==> src/hw/rtl/ffca_pkg.sv <==
package ffca_pkg;

    localparam int MAX_CHUNKS = 256;
    localparam int IDX_W      = (MAX_CHUNKS > 1) ? $clog2(MAX_CHUNKS) : 1;
    localparam int CNT_W      = $clog2(MAX_CHUNKS + 1);

    localparam int CHUNK_W    = 8;
    localparam int REQ_W      = 24;
    localparam int CB_W       = 17;
    localparam int CIU_W      = 9;
    localparam int ADDR_W     = 48;
    localparam int STATUS_W   = 2;

    localparam int APB_DATA_W = 64;
    localparam int PADDR_W    = 5;
    localparam int REG_IDX_W  = 2;

    localparam logic [REG_IDX_W-1:0] REG_CHUNK_BYTES   = 2'd0;
    localparam logic [REG_IDX_W-1:0] REG_CHUNKS_IN_USE = 2'd1;
    localparam logic [REG_IDX_W-1:0] REG_POOL_BASE     = 2'd2;

    localparam logic [CB_W-1:0]   CHUNK_BYTES_RST   = 17'd512;
    localparam logic [CIU_W-1:0]  CHUNKS_IN_USE_RST = 9'd256;
    localparam logic [ADDR_W-1:0] POOL_BASE_RST     = '0;

    localparam logic [STATUS_W-1:0] ST_OK      = 2'd0;
    localparam logic [STATUS_W-1:0] ST_INVALID = 2'd1;
    localparam logic [STATUS_W-1:0] ST_NOMEM   = 2'd2;

    localparam logic CMD_ALLOC = 1'b0;
    localparam logic CMD_FREE  = 1'b1;

    typedef struct packed {
        logic               cmd;
        logic [REQ_W-1:0]   request_bytes;
        logic [CHUNK_W-1:0] free_first;
        logic [CHUNK_W-1:0] free_last;
    } t_req;

    typedef struct packed {
        logic [STATUS_W-1:0] status;
        logic [CHUNK_W-1:0]  first_chunk;
        logic [CHUNK_W-1:0]  last_chunk;
        logic [ADDR_W-1:0]   bus_addr;
    } t_rsp;

    typedef struct packed {
        logic [CB_W-1:0]   chunk_bytes;
        logic [CIU_W-1:0]  chunks_in_use;
        logic [ADDR_W-1:0] pool_base_addr;
    } t_cfg;

    typedef enum logic [1:0] {
        MAP_SCAN,
        MAP_MARK,
        MAP_CLEAR
    } t_map_op;

    typedef struct packed {
        logic    go;
        t_map_op op;
    } t_map_ctl;

    typedef struct packed {
        logic done;
        logic found;
    } t_map_sts;

    typedef enum logic [2:0] {
        S_IDLE,
        S_DIV,
        S_CHECK,
        S_SCAN,
        S_MARK,
        S_FREE,
        S_OUT
    } t_state;

endpackage

==> src/hw/rtl/ffca_regs.sv <==
module ffca_regs (
    input  logic                           i_clk,
    input  logic                           i_rst_n,
    input  logic                           psel,
    input  logic                           penable,
    input  logic                           pwrite,
    input  logic [ffca_pkg::PADDR_W-1:0]   paddr,
    input  logic [ffca_pkg::APB_DATA_W-1:0] pwdata,
    output logic [ffca_pkg::APB_DATA_W-1:0] prdata,
    output logic                           pready,
    output ffca_pkg::t_cfg                 o_cfg
);
    import ffca_pkg::*;

    t_cfg                 r_cfg;
    logic [REG_IDX_W-1:0] w_idx;
    logic                 w_wr;

    assign w_idx  = paddr[PADDR_W-1:PADDR_W-REG_IDX_W];
    assign w_wr   = psel && penable && pwrite;
    assign pready = 1'b1;
    assign o_cfg  = r_cfg;

    always_ff @(posedge i_clk) begin
        if (!i_rst_n) begin
            r_cfg.chunk_bytes    <= CHUNK_BYTES_RST;
            r_cfg.chunks_in_use  <= CHUNKS_IN_USE_RST;
            r_cfg.pool_base_addr <= POOL_BASE_RST;
        end else if (w_wr) begin
            case (w_idx)
                REG_CHUNK_BYTES:   r_cfg.chunk_bytes    <= pwdata[CB_W-1:0];
                REG_CHUNKS_IN_USE: r_cfg.chunks_in_use  <= pwdata[CIU_W-1:0];
                REG_POOL_BASE:     r_cfg.pool_base_addr <= pwdata[ADDR_W-1:0];
                default: begin
                end
            endcase
        end
    end

    always_comb begin
        case (w_idx)
            REG_CHUNK_BYTES:   prdata = APB_DATA_W'(r_cfg.chunk_bytes);
            REG_CHUNKS_IN_USE: prdata = APB_DATA_W'(r_cfg.chunks_in_use);
            REG_POOL_BASE:     prdata = APB_DATA_W'(r_cfg.pool_base_addr);
            default:           prdata = '0;
        endcase
    end

endmodule

==> src/hw/rtl/ffca_div.sv <==
module ffca_div (
    input  logic                      i_clk,
    input  logic                      i_rst_n,
    input  logic                      i_start,
    input  logic [ffca_pkg::REQ_W-1:0] i_dividend,
    input  logic [ffca_pkg::CB_W-1:0]  i_divisor,
    output logic                      o_done,
    output logic [ffca_pkg::REQ_W-1:0] o_quot,
    output logic                      o_rem_nz
);
    import ffca_pkg::*;

    localparam int DIV_CNT_W = $clog2(REQ_W);

    logic                 r_busy;
    logic                 r_done;
    logic [DIV_CNT_W-1:0] r_cnt;
    logic [REQ_W-1:0]     r_q;
    logic [CB_W-1:0]      r_rem;
    logic [CB_W-1:0]      r_dvs;

    logic [CB_W:0]        w_trial;
    logic [CB_W:0]        w_sub;
    logic                 w_ge;
    logic [CB_W-1:0]      n_rem;
    logic [REQ_W-1:0]     n_q;

    // restoring division, one quotient bit per cycle
    always_comb begin
        w_trial = {r_rem, r_q[REQ_W-1]};
        w_ge    = w_trial >= {1'b0, r_dvs};
        w_sub   = w_trial - {1'b0, r_dvs};
        n_rem   = w_ge ? w_sub[CB_W-1:0] : w_trial[CB_W-1:0];
        n_q     = {r_q[REQ_W-2:0], w_ge};
    end

    always_ff @(posedge i_clk) begin
        if (!i_rst_n) begin
            r_busy <= 1'b0;
            r_done <= 1'b0;
            r_cnt  <= '0;
        end else begin
            r_done <= 1'b0;
            if (i_start) begin
                r_busy <= 1'b1;
                r_cnt  <= '0;
            end else if (r_busy) begin
                r_cnt <= r_cnt + 1'b1;
                if (r_cnt == DIV_CNT_W'(REQ_W - 1)) begin
                    r_busy <= 1'b0;
                    r_done <= 1'b1;
                end
            end
        end
    end

    always_ff @(posedge i_clk) begin
        if (i_start) begin
            r_q   <= i_dividend;
            r_rem <= '0;
            r_dvs <= i_divisor;
        end else if (r_busy) begin
            r_q   <= n_q;
            r_rem <= n_rem;
        end
    end

    assign o_done   = r_done;
    assign o_quot   = r_q;
    assign o_rem_nz = |r_rem;

endmodule

==> src/hw/rtl/ffca_mul.sv <==
module ffca_mul (
    input  logic                       i_clk,
    input  logic                       i_rst_n,
    input  logic                       i_start,
    input  logic [ffca_pkg::IDX_W-1:0]  i_mult,
    input  logic [ffca_pkg::CB_W-1:0]   i_mcand,
    input  logic [ffca_pkg::ADDR_W-1:0] i_base,
    output logic                       o_done,
    output logic [ffca_pkg::ADDR_W-1:0] o_addr
);
    import ffca_pkg::*;

    localparam int PROD_W    = IDX_W + CB_W;
    localparam int MUL_CNT_W = $clog2(IDX_W + 1);

    logic                 r_busy;
    logic                 r_fin;
    logic                 r_done;
    logic [MUL_CNT_W-1:0] r_cnt;
    logic [IDX_W-1:0]     r_m;
    logic [CB_W-1:0]      r_mc;
    logic [ADDR_W-1:0]    r_base;
    logic [PROD_W-1:0]    r_acc;
    logic [ADDR_W-1:0]    r_addr;

    logic [PROD_W-1:0]    n_acc;

    // msb-first shift and add, one multiplier bit per cycle
    assign n_acc = {r_acc[PROD_W-2:0], 1'b0} + (r_m[IDX_W-1] ? PROD_W'(r_mc) : '0);

    always_ff @(posedge i_clk) begin
        if (!i_rst_n) begin
            r_busy <= 1'b0;
            r_fin  <= 1'b0;
            r_done <= 1'b0;
            r_cnt  <= '0;
        end else begin
            r_done <= r_fin;
            r_fin  <= 1'b0;
            if (i_start) begin
                r_busy <= 1'b1;
                r_cnt  <= '0;
            end else if (r_busy) begin
                r_cnt <= r_cnt + 1'b1;
                if (r_cnt == MUL_CNT_W'(IDX_W - 1)) begin
                    r_busy <= 1'b0;
                    r_fin  <= 1'b1;
                end
            end
        end
    end

    always_ff @(posedge i_clk) begin
        if (i_start) begin
            r_m    <= i_mult;
            r_mc   <= i_mcand;
            r_base <= i_base;
            r_acc  <= '0;
        end else if (r_busy) begin
            r_m   <= r_m << 1;
            r_acc <= n_acc;
        end
        if (r_fin) begin
            r_addr <= r_base + ADDR_W'(r_acc);
        end
    end

    assign o_done = r_done;
    assign o_addr = r_addr;

endmodule

==> src/hw/rtl/ffca_map.sv <==
module ffca_map (
    input  logic                        i_clk,
    input  logic                        i_rst_n,
    input  ffca_pkg::t_map_ctl           i_ctl,
    input  logic [ffca_pkg::CHUNK_W-1:0] i_lo,
    input  logic [ffca_pkg::CHUNK_W-1:0] i_hi,
    input  logic [ffca_pkg::CNT_W-1:0]   i_need,
    input  logic [ffca_pkg::CNT_W-1:0]   i_pool,
    output ffca_pkg::t_map_sts           o_sts,
    output logic [ffca_pkg::IDX_W-1:0]   o_first,
    output logic [ffca_pkg::IDX_W-1:0]   o_last
);
    import ffca_pkg::*;

    localparam int CMP_W = (IDX_W > CHUNK_W) ? IDX_W : CHUNK_W;
    localparam logic [IDX_W-1:0] IDX_LAST = IDX_W'(MAX_CHUNKS - 1);

    // use map kept as a ring, one chunk passes position zero per cycle while a pass runs
    logic [MAX_CHUNKS-1:0] r_map;
    logic                  r_busy;
    logic                  r_done;
    t_map_op               r_op;
    logic [IDX_W-1:0]      r_idx;
    logic [CNT_W-1:0]      r_run;
    logic                  r_found;
    logic [IDX_W-1:0]      r_start;
    logic [IDX_W-1:0]      r_end;
    logic [CHUNK_W-1:0]    r_lo;
    logic [CHUNK_W-1:0]    r_hi;

    logic                  w_bit;
    logic                  w_in_clr;
    logic                  w_in_mark;
    logic                  w_in_pool;
    logic                  n_bit;

    always_comb begin
        w_bit     = r_map[0];
        w_in_clr  = (CMP_W'(r_idx) >= CMP_W'(r_lo)) && (CMP_W'(r_idx) <= CMP_W'(r_hi));
        w_in_mark = r_found && (r_idx >= r_start) && (r_idx <= r_end);
        w_in_pool = CNT_W'(r_idx) < i_pool;
        case (r_op)
            MAP_MARK:  n_bit = w_bit | w_in_mark;
            MAP_CLEAR: n_bit = w_bit & ~w_in_clr;
            default:   n_bit = w_bit;
        endcase
    end

    always_ff @(posedge i_clk) begin
        if (!i_rst_n) begin
            r_map   <= '0;
            r_busy  <= 1'b0;
            r_done  <= 1'b0;
            r_op    <= MAP_SCAN;
            r_idx   <= '0;
            r_run   <= '0;
            r_found <= 1'b0;
        end else begin
            r_done <= 1'b0;
            if (i_ctl.go) begin
                r_busy <= 1'b1;
                r_op   <= i_ctl.op;
                r_idx  <= '0;
                r_run  <= '0;
                if (i_ctl.op == MAP_SCAN) begin
                    r_found <= 1'b0;
                end
            end else if (r_busy) begin
                r_map <= {n_bit, r_map[MAX_CHUNKS-1:1]};
                if (r_idx == IDX_LAST) begin
                    r_idx  <= '0;
                    r_busy <= 1'b0;
                    r_done <= 1'b1;
                end else begin
                    r_idx <= r_idx + 1'b1;
                end
                if (r_op == MAP_SCAN && !r_found) begin
                    if (w_bit || !w_in_pool) begin
                        r_run <= '0;
                    end else begin
                        r_run <= r_run + 1'b1;
                        if (r_run + 1'b1 == i_need) begin
                            r_found <= 1'b1;
                        end
                    end
                end
            end
        end
    end

    always_ff @(posedge i_clk) begin
        if (i_ctl.go) begin
            r_lo <= i_lo;
            r_hi <= i_hi;
        end
        if (r_busy && r_op == MAP_SCAN && !r_found && !w_bit && w_in_pool) begin
            if (r_run == '0) begin
                r_start <= r_idx;
            end
            r_end <= r_idx;
        end
    end

    assign o_sts.done  = r_done;
    assign o_sts.found = r_found;
    assign o_first     = r_start;
    assign o_last      = r_end;

endmodule

==> src/hw/rtl/first_fit_chunk_allocator.sv <==
// First-fit allocator over a pool of equal chunks whose use is tracked by a bitmap, all free
// after reset. An allocate transaction (cmd 0) asks for request_bytes; the block needs
// ceil(request_bytes / chunk_bytes) chunks, takes the lowest run of that many free chunks
// among the first chunks_in_use, marks it used and returns first_chunk, last_chunk and
// bus_addr = pool_base_addr + first_chunk * chunk_bytes. Zero bytes returns status 1, no room
// returns status 2 with the other fields zero. A free transaction (cmd 1) clears
// free_first..free_last unchecked and returns status 0. One transaction is worked at a time.
// The use map is a ring that turns one chunk per cycle while a pass runs, one full turn to
// search and one to mark, and the chunk count comes from a one-bit-per-cycle divider of 24
// steps. Registers (64-bit data) sit at byte address 0 (chunk_bytes), 8 (chunks_in_use) and
// 16 (pool_base_addr); write them only while idle.
module first_fit_chunk_allocator (
    input  logic                            i_clk,
    input  logic                            i_rst_n,
    input  logic                            i_in_valid,
    output logic                            o_in_stall,
    input  ffca_pkg::t_req                  i_in_data,
    output logic                            o_out_valid,
    input  logic                            i_out_stall,
    output ffca_pkg::t_rsp                  o_out_data,
    input  logic                            psel,
    input  logic                            penable,
    input  logic                            pwrite,
    input  logic [ffca_pkg::PADDR_W-1:0]    paddr,
    input  logic [ffca_pkg::APB_DATA_W-1:0] pwdata,
    output logic [ffca_pkg::APB_DATA_W-1:0] prdata,
    output logic                            pready
);
    import ffca_pkg::*;

    t_cfg             w_cfg;
    t_map_ctl         w_map_ctl;
    t_map_sts         w_map_sts;
    logic [IDX_W-1:0] w_map_first;
    logic [IDX_W-1:0] w_map_last;
    logic             w_div_start;
    logic             w_div_done;
    logic [REQ_W-1:0] w_div_quot;
    logic             w_div_rem_nz;
    logic             w_mul_start;
    logic             w_mul_done;
    logic [ADDR_W-1:0] w_mul_addr;
    logic [CNT_W-1:0] w_pool;
    logic             w_need_big;

    t_state           r_state;
    t_state           n_state;
    t_rsp             r_res;
    t_rsp             n_res;
    logic [CNT_W-1:0] r_need;
    logic [CNT_W-1:0] n_need;
    logic             n_out_load;
    logic             r_out_valid;
    t_rsp             r_out;

    ffca_regs u_regs (
        .i_clk   (i_clk),
        .i_rst_n (i_rst_n),
        .psel    (psel),
        .penable (penable),
        .pwrite  (pwrite),
        .paddr   (paddr),
        .pwdata  (pwdata),
        .prdata  (prdata),
        .pready  (pready),
        .o_cfg   (w_cfg)
    );

    ffca_div u_div (
        .i_clk      (i_clk),
        .i_rst_n    (i_rst_n),
        .i_start    (w_div_start),
        .i_dividend (i_in_data.request_bytes),
        .i_divisor  (w_cfg.chunk_bytes),
        .o_done     (w_div_done),
        .o_quot     (w_div_quot),
        .o_rem_nz   (w_div_rem_nz)
    );

    ffca_map u_map (
        .i_clk   (i_clk),
        .i_rst_n (i_rst_n),
        .i_ctl   (w_map_ctl),
        .i_lo    (i_in_data.free_first),
        .i_hi    (i_in_data.free_last),
        .i_need  (r_need),
        .i_pool  (w_pool),
        .o_sts   (w_map_sts),
        .o_first (w_map_first),
        .o_last  (w_map_last)
    );

    ffca_mul u_mul (
        .i_clk   (i_clk),
        .i_rst_n (i_rst_n),
        .i_start (w_mul_start),
        .i_mult  (w_map_first),
        .i_mcand (w_cfg.chunk_bytes),
        .i_base  (w_cfg.pool_base_addr),
        .o_done  (w_mul_done),
        .o_addr  (w_mul_addr)
    );

    always_comb begin
        if (32'(w_cfg.chunks_in_use) > 32'(MAX_CHUNKS)) begin
            w_pool = CNT_W'(MAX_CHUNKS);
        end else begin
            w_pool = CNT_W'(w_cfg.chunks_in_use);
        end
        w_need_big = (32'(w_div_quot) > 32'(w_pool))
                  || ((32'(w_div_quot) == 32'(w_pool)) && w_div_rem_nz);
    end

    always_ff @(posedge i_clk) begin
        if (!i_rst_n) begin
            r_state <= S_IDLE;
        end else begin
            r_state <= n_state;
        end
    end

    always_comb begin
        n_state      = r_state;
        n_res        = r_res;
        n_need       = r_need;
        n_out_load   = 1'b0;
        w_map_ctl.go = 1'b0;
        w_map_ctl.op = MAP_SCAN;
        w_div_start  = 1'b0;
        w_mul_start  = 1'b0;
        o_in_stall   = (r_state != S_IDLE);
        case (r_state)
            S_IDLE: begin
                if (i_in_valid) begin
                    if (i_in_data.cmd == CMD_FREE) begin
                        w_map_ctl.go = 1'b1;
                        w_map_ctl.op = MAP_CLEAR;
                        n_state      = S_FREE;
                    end else if (i_in_data.request_bytes == '0) begin
                        n_res   = '{status: ST_INVALID, default: '0};
                        n_state = S_OUT;
                    end else if (w_cfg.chunk_bytes == '0) begin
                        n_res   = '{status: ST_NOMEM, default: '0};
                        n_state = S_OUT;
                    end else begin
                        w_div_start = 1'b1;
                        n_state     = S_DIV;
                    end
                end
            end
            S_DIV: begin
                if (w_div_done) begin
                    n_state = S_CHECK;
                end
            end
            S_CHECK: begin
                if (w_need_big) begin
                    n_res   = '{status: ST_NOMEM, default: '0};
                    n_state = S_OUT;
                end else begin
                    n_need       = CNT_W'(w_div_quot) + CNT_W'(w_div_rem_nz);
                    w_map_ctl.go = 1'b1;
                    w_map_ctl.op = MAP_SCAN;
                    n_state      = S_SCAN;
                end
            end
            S_SCAN: begin
                if (w_map_sts.done) begin
                    if (w_map_sts.found) begin
                        w_map_ctl.go      = 1'b1;
                        w_map_ctl.op      = MAP_MARK;
                        w_mul_start       = 1'b1;
                        n_res.status      = ST_OK;
                        n_res.first_chunk = CHUNK_W'(w_map_first);
                        n_res.last_chunk  = CHUNK_W'(w_map_last);
                        n_res.bus_addr    = '0;
                        n_state           = S_MARK;
                    end else begin
                        n_res   = '{status: ST_NOMEM, default: '0};
                        n_state = S_OUT;
                    end
                end
            end
            S_MARK: begin
                if (w_map_sts.done) begin
                    n_res.bus_addr = w_mul_addr;
                    n_state        = S_OUT;
                end
            end
            S_FREE: begin
                if (w_map_sts.done) begin
                    n_res   = '{status: ST_OK, default: '0};
                    n_state = S_OUT;
                end
            end
            S_OUT: begin
                if (!r_out_valid || !i_out_stall) begin
                    n_out_load = 1'b1;
                    n_state    = S_IDLE;
                end
            end
            default: begin
                n_state = S_IDLE;
            end
        endcase
    end

    always_ff @(posedge i_clk) begin
        r_res  <= n_res;
        r_need <= n_need;
        if (n_out_load) begin
            r_out <= r_res;
        end
    end

    always_ff @(posedge i_clk) begin
        if (!i_rst_n) begin
            r_out_valid <= 1'b0;
        end else if (n_out_load) begin
            r_out_valid <= 1'b1;
        end else if (!i_out_stall) begin
            r_out_valid <= 1'b0;
        end
    end

    assign o_out_valid = r_out_valid;
    assign o_out_data  = r_out;

`ifndef SYNTH
    a_alloc_to_div: assert property (@(posedge i_clk) disable iff (!i_rst_n)
        (r_state == S_IDLE && i_in_valid && i_in_data.cmd == CMD_ALLOC
         && i_in_data.request_bytes != '0 && w_cfg.chunk_bytes != '0)
        |=> r_state == S_DIV)
        else $error("allocate did not start the divider");

    a_map_done_state: assert property (@(posedge i_clk) disable iff (!i_rst_n)
        w_map_sts.done |-> (r_state == S_SCAN || r_state == S_MARK || r_state == S_FREE))
        else $error("map pass ended outside a map state");

    a_div_done_state: assert property (@(posedge i_clk) disable iff (!i_rst_n)
        w_div_done |-> r_state == S_DIV)
        else $error("divider finished outside divide state");

    a_mul_done_state: assert property (@(posedge i_clk) disable iff (!i_rst_n)
        w_mul_done |-> r_state == S_MARK)
        else $error("address ready outside mark state");

    a_fail_zero: assert property (@(posedge i_clk) disable iff (!i_rst_n)
        (n_out_load && r_res.status != ST_OK)
        |=> (o_out_data.first_chunk == '0 && o_out_data.last_chunk == '0
             && o_out_data.bus_addr == '0))
        else $error("failed transaction carries nonzero fields");
`endif

endmodule

==> config.mk <==
export PLATFORM = sky130hd
export DESIGN_NAME = first_fit_chunk_allocator
export DESIGN_NICKNAME = d
export VERILOG_FILES = /design/src/hw/rtl/ffca_pkg.sv /design/src/hw/rtl/ffca_regs.sv /design/src/hw/rtl/ffca_div.sv /design/src/hw/rtl/ffca_mul.sv /design/src/hw/rtl/ffca_map.sv /design/src/hw/rtl/first_fit_chunk_allocator.sv
export SDC_FILE = /design/constraint.sdc
export NUM_CORES = 1
export LEC_CHECK = 0
export BUFFER_PORTS_ARGS = -buffer_cell sky130_fd_sc_hd__buf_4
export CORE_MARGIN = 2
export CORE_UTILIZATION = 55
export CTS_CLUSTER_SIZE = 12
export DETAILED_ROUTE_END_ITERATION = 7
export PLACE_DENSITY = 0.85
export REMOVE_ABC_BUFFERS = 1
export SLEW_MARGIN = 30
export SYNTH_ARGS = -nofsm -noshare
export SYNTH_HDL_FRONTEND = slang
export SYNTH_SLANG_ARGS = --single-unit
export TNS_END_PERCENT = 100
==> constraint.sdc <==
create_clock -name i_clk -period 7.05 [get_ports i_clk]
set_clock_uncertainty 0.15 [all_clocks]
set_input_delay 1.41 -clock i_clk [delete_from_list [all_inputs] [get_ports i_clk]]
set_output_delay 1.41 -clock i_clk [all_outputs]
set_load 0.005 [all_outputs]
==> impl_metrics.tcl <==
set metrics [dict create \
    drc 0 \
    io_buffers 213 \
    synth_cells 3123 \
    die_h_um 243.8 \
    synth_warnings 0 \
    p_switching_mw 2.987 \
    antenna_found_initial 5 \
    fill_cells 4398 \
    cts.path.max_buffers 3 \
    synth_area_mm2 0.03162 \
    cts_made_buffers 77 \
    overflow 0 \
    initial_utilization 0.5586 \
    grt_max_degree 258 \
    synthFlopType "dfxtp_1" \
    routed_wirelength_um 65440 \
    postCtsHoldBufs 0 \
    insertion_delay_ns 0.63 \
    fin_cells 4095 \
    critPathLaunchType "input pin" \
    rows 87 \
    p_int_mw 7.991 \
    synthArstFlopShare 0 \
    ys_seq_area_frac 0.5784 \
    setup_viol 0 \
    end_kind "output port" \
    worst-path-max-fanout 41 \
    status "finished clean" \
    worstPathArrival_ns 2.87 \
    min_period_ns 4.432 \
    cts_setup_buffers 0 \
    final_nets 3511 \
    post_drt_wl_per_cell_um 15.98 \
    clkSlewWorstSetupHoldPaths_ns 0.05 \
    maxCapViolCount 0 \
    slew_viol_final 0 \
    worstPathRequired_ns 5.49 \
    drt_pre_antenna_iters 5 \
    hpwl_um 42930 \
    fmax_ghz 0.2257 \
    ys_ff_latch 746 \
    synth_enable_flop_cells 335 \
    cts_tree "yes" \
    die_area_mm2 0.05942 \
    final_layout_size_suffix_gt1_frac 0.1167 \
    rsz0062_at_grt "no" \
    die_w_um 243.8 \
    grt_pass1_vias 20960 \
    hp-class "flip-flop to flip-flop" \
    viasPerCell 5.465 \
    maxSlewHeadroom 0.3631 \
    tns_ns 0 \
    area.growth.synth_to_final_pct 13.97 \
    core_mm2 0.05660 \
    ir_worst_vdd_mv 0.2205 \
    cts_max_level 3 \
    clock-root-buffer "clkbuf_16" \
    grtUsageTotal 0.2155 \
    io_pins 250 \
    worst_pin_slew_ns 0.9467 \
    crit_type "input pin to output port" \
    cts_sinks 746 \
    place.gp.congestion 0.9365 \
    fin_ws_ns 2.618 \
    p_sw_frac 0.2721 \
    seq_power_share 0.475 \
    postRouteAntennaNets 0 \
    grt_pass1_wl_um 104800 \
    avgSynthCellArea_um2 10.12 \
    ys_types 82 \
    num_vias 22380 \
    place_ws_ns 2.202 \
    pwr-share-clk 0.357 \
    cts_resized 0 \
    cellPowerDensity_mw_per_mm2 304.6 \
    finalHoldViolCount 0 \
    drtIter0Drc 1762 \
    fin_crit_sh 0.6286 \
    p_leak_nw 13.13 \
    place_inst 3949 \
    combPwrFrac 0.168 \
]
[area by class of cell]
cell class,count,area [um2],area share
clock inverter,14,183.9,0.005104
inverter,86,337.8,0.009374
antenna,5,12.51,0.0003472
clock buffer,124,2256,0.06260
sequential,746,18290,0.5076
timing repair buffer,232,1807,0.05014
multi-input combinational,2132,12200,0.3386
tap,756,945.9,0.02625
[routing by layer]
| layer | up-vias | wire, um | global-route usage |
|---|---|---|---|
| met2 | 552 | 31630 | 0.3617 |
| met4 | 0 | 2651 | 0.09631 |
| met5 | - | 0 | 0 |
| met3 | 159 | 3146 | 0.03150 |
| met1 | 10600 | 28010 | 0.2770 |
| li1 | 11060 | - | - |
[cell usage after synthesis, types with 12 or more instances]
| library cell | instances | area share |
|---|---|---|
| clkbuf_1 | 116 | 0.014 |
| buf_6 | 24 | 0.0085 |
| inv_1 | 84 | 0.010 |
| xor2_1 | 44 | 0.012 |
| o21ai_0 | 67 | 0.011 |
| nand2_1 | 751 | 0.089 |
| mux2i_1 | 53 | 0.017 |
| nor2b_1 | 23 | 0.0046 |
| nor2_1 | 115 | 0.014 |
| and2_1 | 120 | 0.024 |
| xnor2_1 | 59 | 0.016 |
| nor4_1 | 19 | 0.0038 |
| buf_4 | 23 | 0.0055 |
| ha_1 | 116 | 0.046 |
| nand2b_1 | 14 | 0.0028 |
| nand3_1 | 34 | 0.0054 |
| and3_1 | 18 | 0.0036 |
| a21oi_1 | 406 | 0.064 |
| dfxtp_1 | 411 | 0.26 |
| a21o_1 | 28 | 0.0066 |
| a211oi_1 | 25 | 0.0059 |
| nor3_1 | 23 | 0.0036 |
| edfxtp_1 | 335 | 0.32 |
| mux2_2 | 19 | 0.0068 |
| nand4_1 | 28 | 0.0055 |
| o21a_1 | 12 | 0.0028 |
[cell usage in the layout, fill, tap and decap left out, types with 59 or more instances in the layout]
cell / Yosys / layout
buf_4: 23 / 227
a21oi_1: 406 / 404
clkbuf_16: 0 / 79
dfxtp_1: 411 / 410
o21ai_0: 67 / 67
xnor2_1: 59 / 59
and2_1: 120 / 120
nand2_1: 751 / 751
inv_1: 84 / 81
nor2_1: 115 / 113
edfxtp_1: 335 / 335
ha_1: 116 / 116
[critical path: stages]
cell	delay [ns]
buf_4	0.29
nor2b_2	0.21
buf_4	0.37
nand2_1	0.09
o21ai_0	0.27
buf_4	0.22
[power groups by stage]
stage | registers [mW] | logic (mW) | clock network [mW]
3_5_place_dp | 5.30 | 1.79 | 0
5_1_grt | 5.25 | 2.05 | 4.16
6_report | 5.22 | 1.84 | 3.92
3_3_place_gp | 5.29 | 1.74 | 0
2_1_floorplan | 5.24 | 1.31 | 0
4_1_cts | 5.22 | 1.81 | 3.98
[registers in the layout (all words and copies together) (netlist names), 24 cells and up]
signal,cells
u_mul.r_acc,25
o_out_data,66
u_map.r_map,256
r_res,66
u_regs.o_cfg,74
u_div.o_quot,24
u_mul.o_addr,48
u_mul.r_base,48
[stage by stage]
| stage | cell area (um2) | hold slack (ns) | utilization | total power, mW |
|---|---|---|---|---|
| floorplan | 30750 | 0.2503 | - | 6.547 |
| global placement | 33500 | 0.2522 | 0.5918 | 7.036 |
| detailed placement | 33510 | 0.2545 | 0.5920 | 7.098 |
| CTS | 35950 | 0.2652 | 0.6351 | 11.00 |
| global route | 36030 | 0.2686 | 0.6366 | 11.45 |
| finish | 36040 | 0.2655 | 0.6366 | 10.98 |
[cell families after synthesis]
logic type	count (synthesis)	share of synthesized area
flops	746	0.5784
mux	73	0.02390
xor+xnor	103	0.02853
buf+inv	260	0.03949
other cells	2	0.0002375
compound gates	627	0.1142
fa+ha+maj	119	0.04780
simple gates	1193	0.1675
[path summary, 6_finish.rpt]
path / slack [ns] / startpoint / cells past startpoint / end
setup reg to reg: 2.66 / u_regs.o_cfg[73] / 9 / u_div.o_quot[19]
setup / recovery: 2.62 / paddr[4] / 6 / prdata[4]
hold reg to reg: 0.27 / r_res[8] / 0 / o_out_data[8]
hold / removal: 0.27 / r_res[8] / 0 / o_out_data[8]
(Power assumes the default switching activity.)
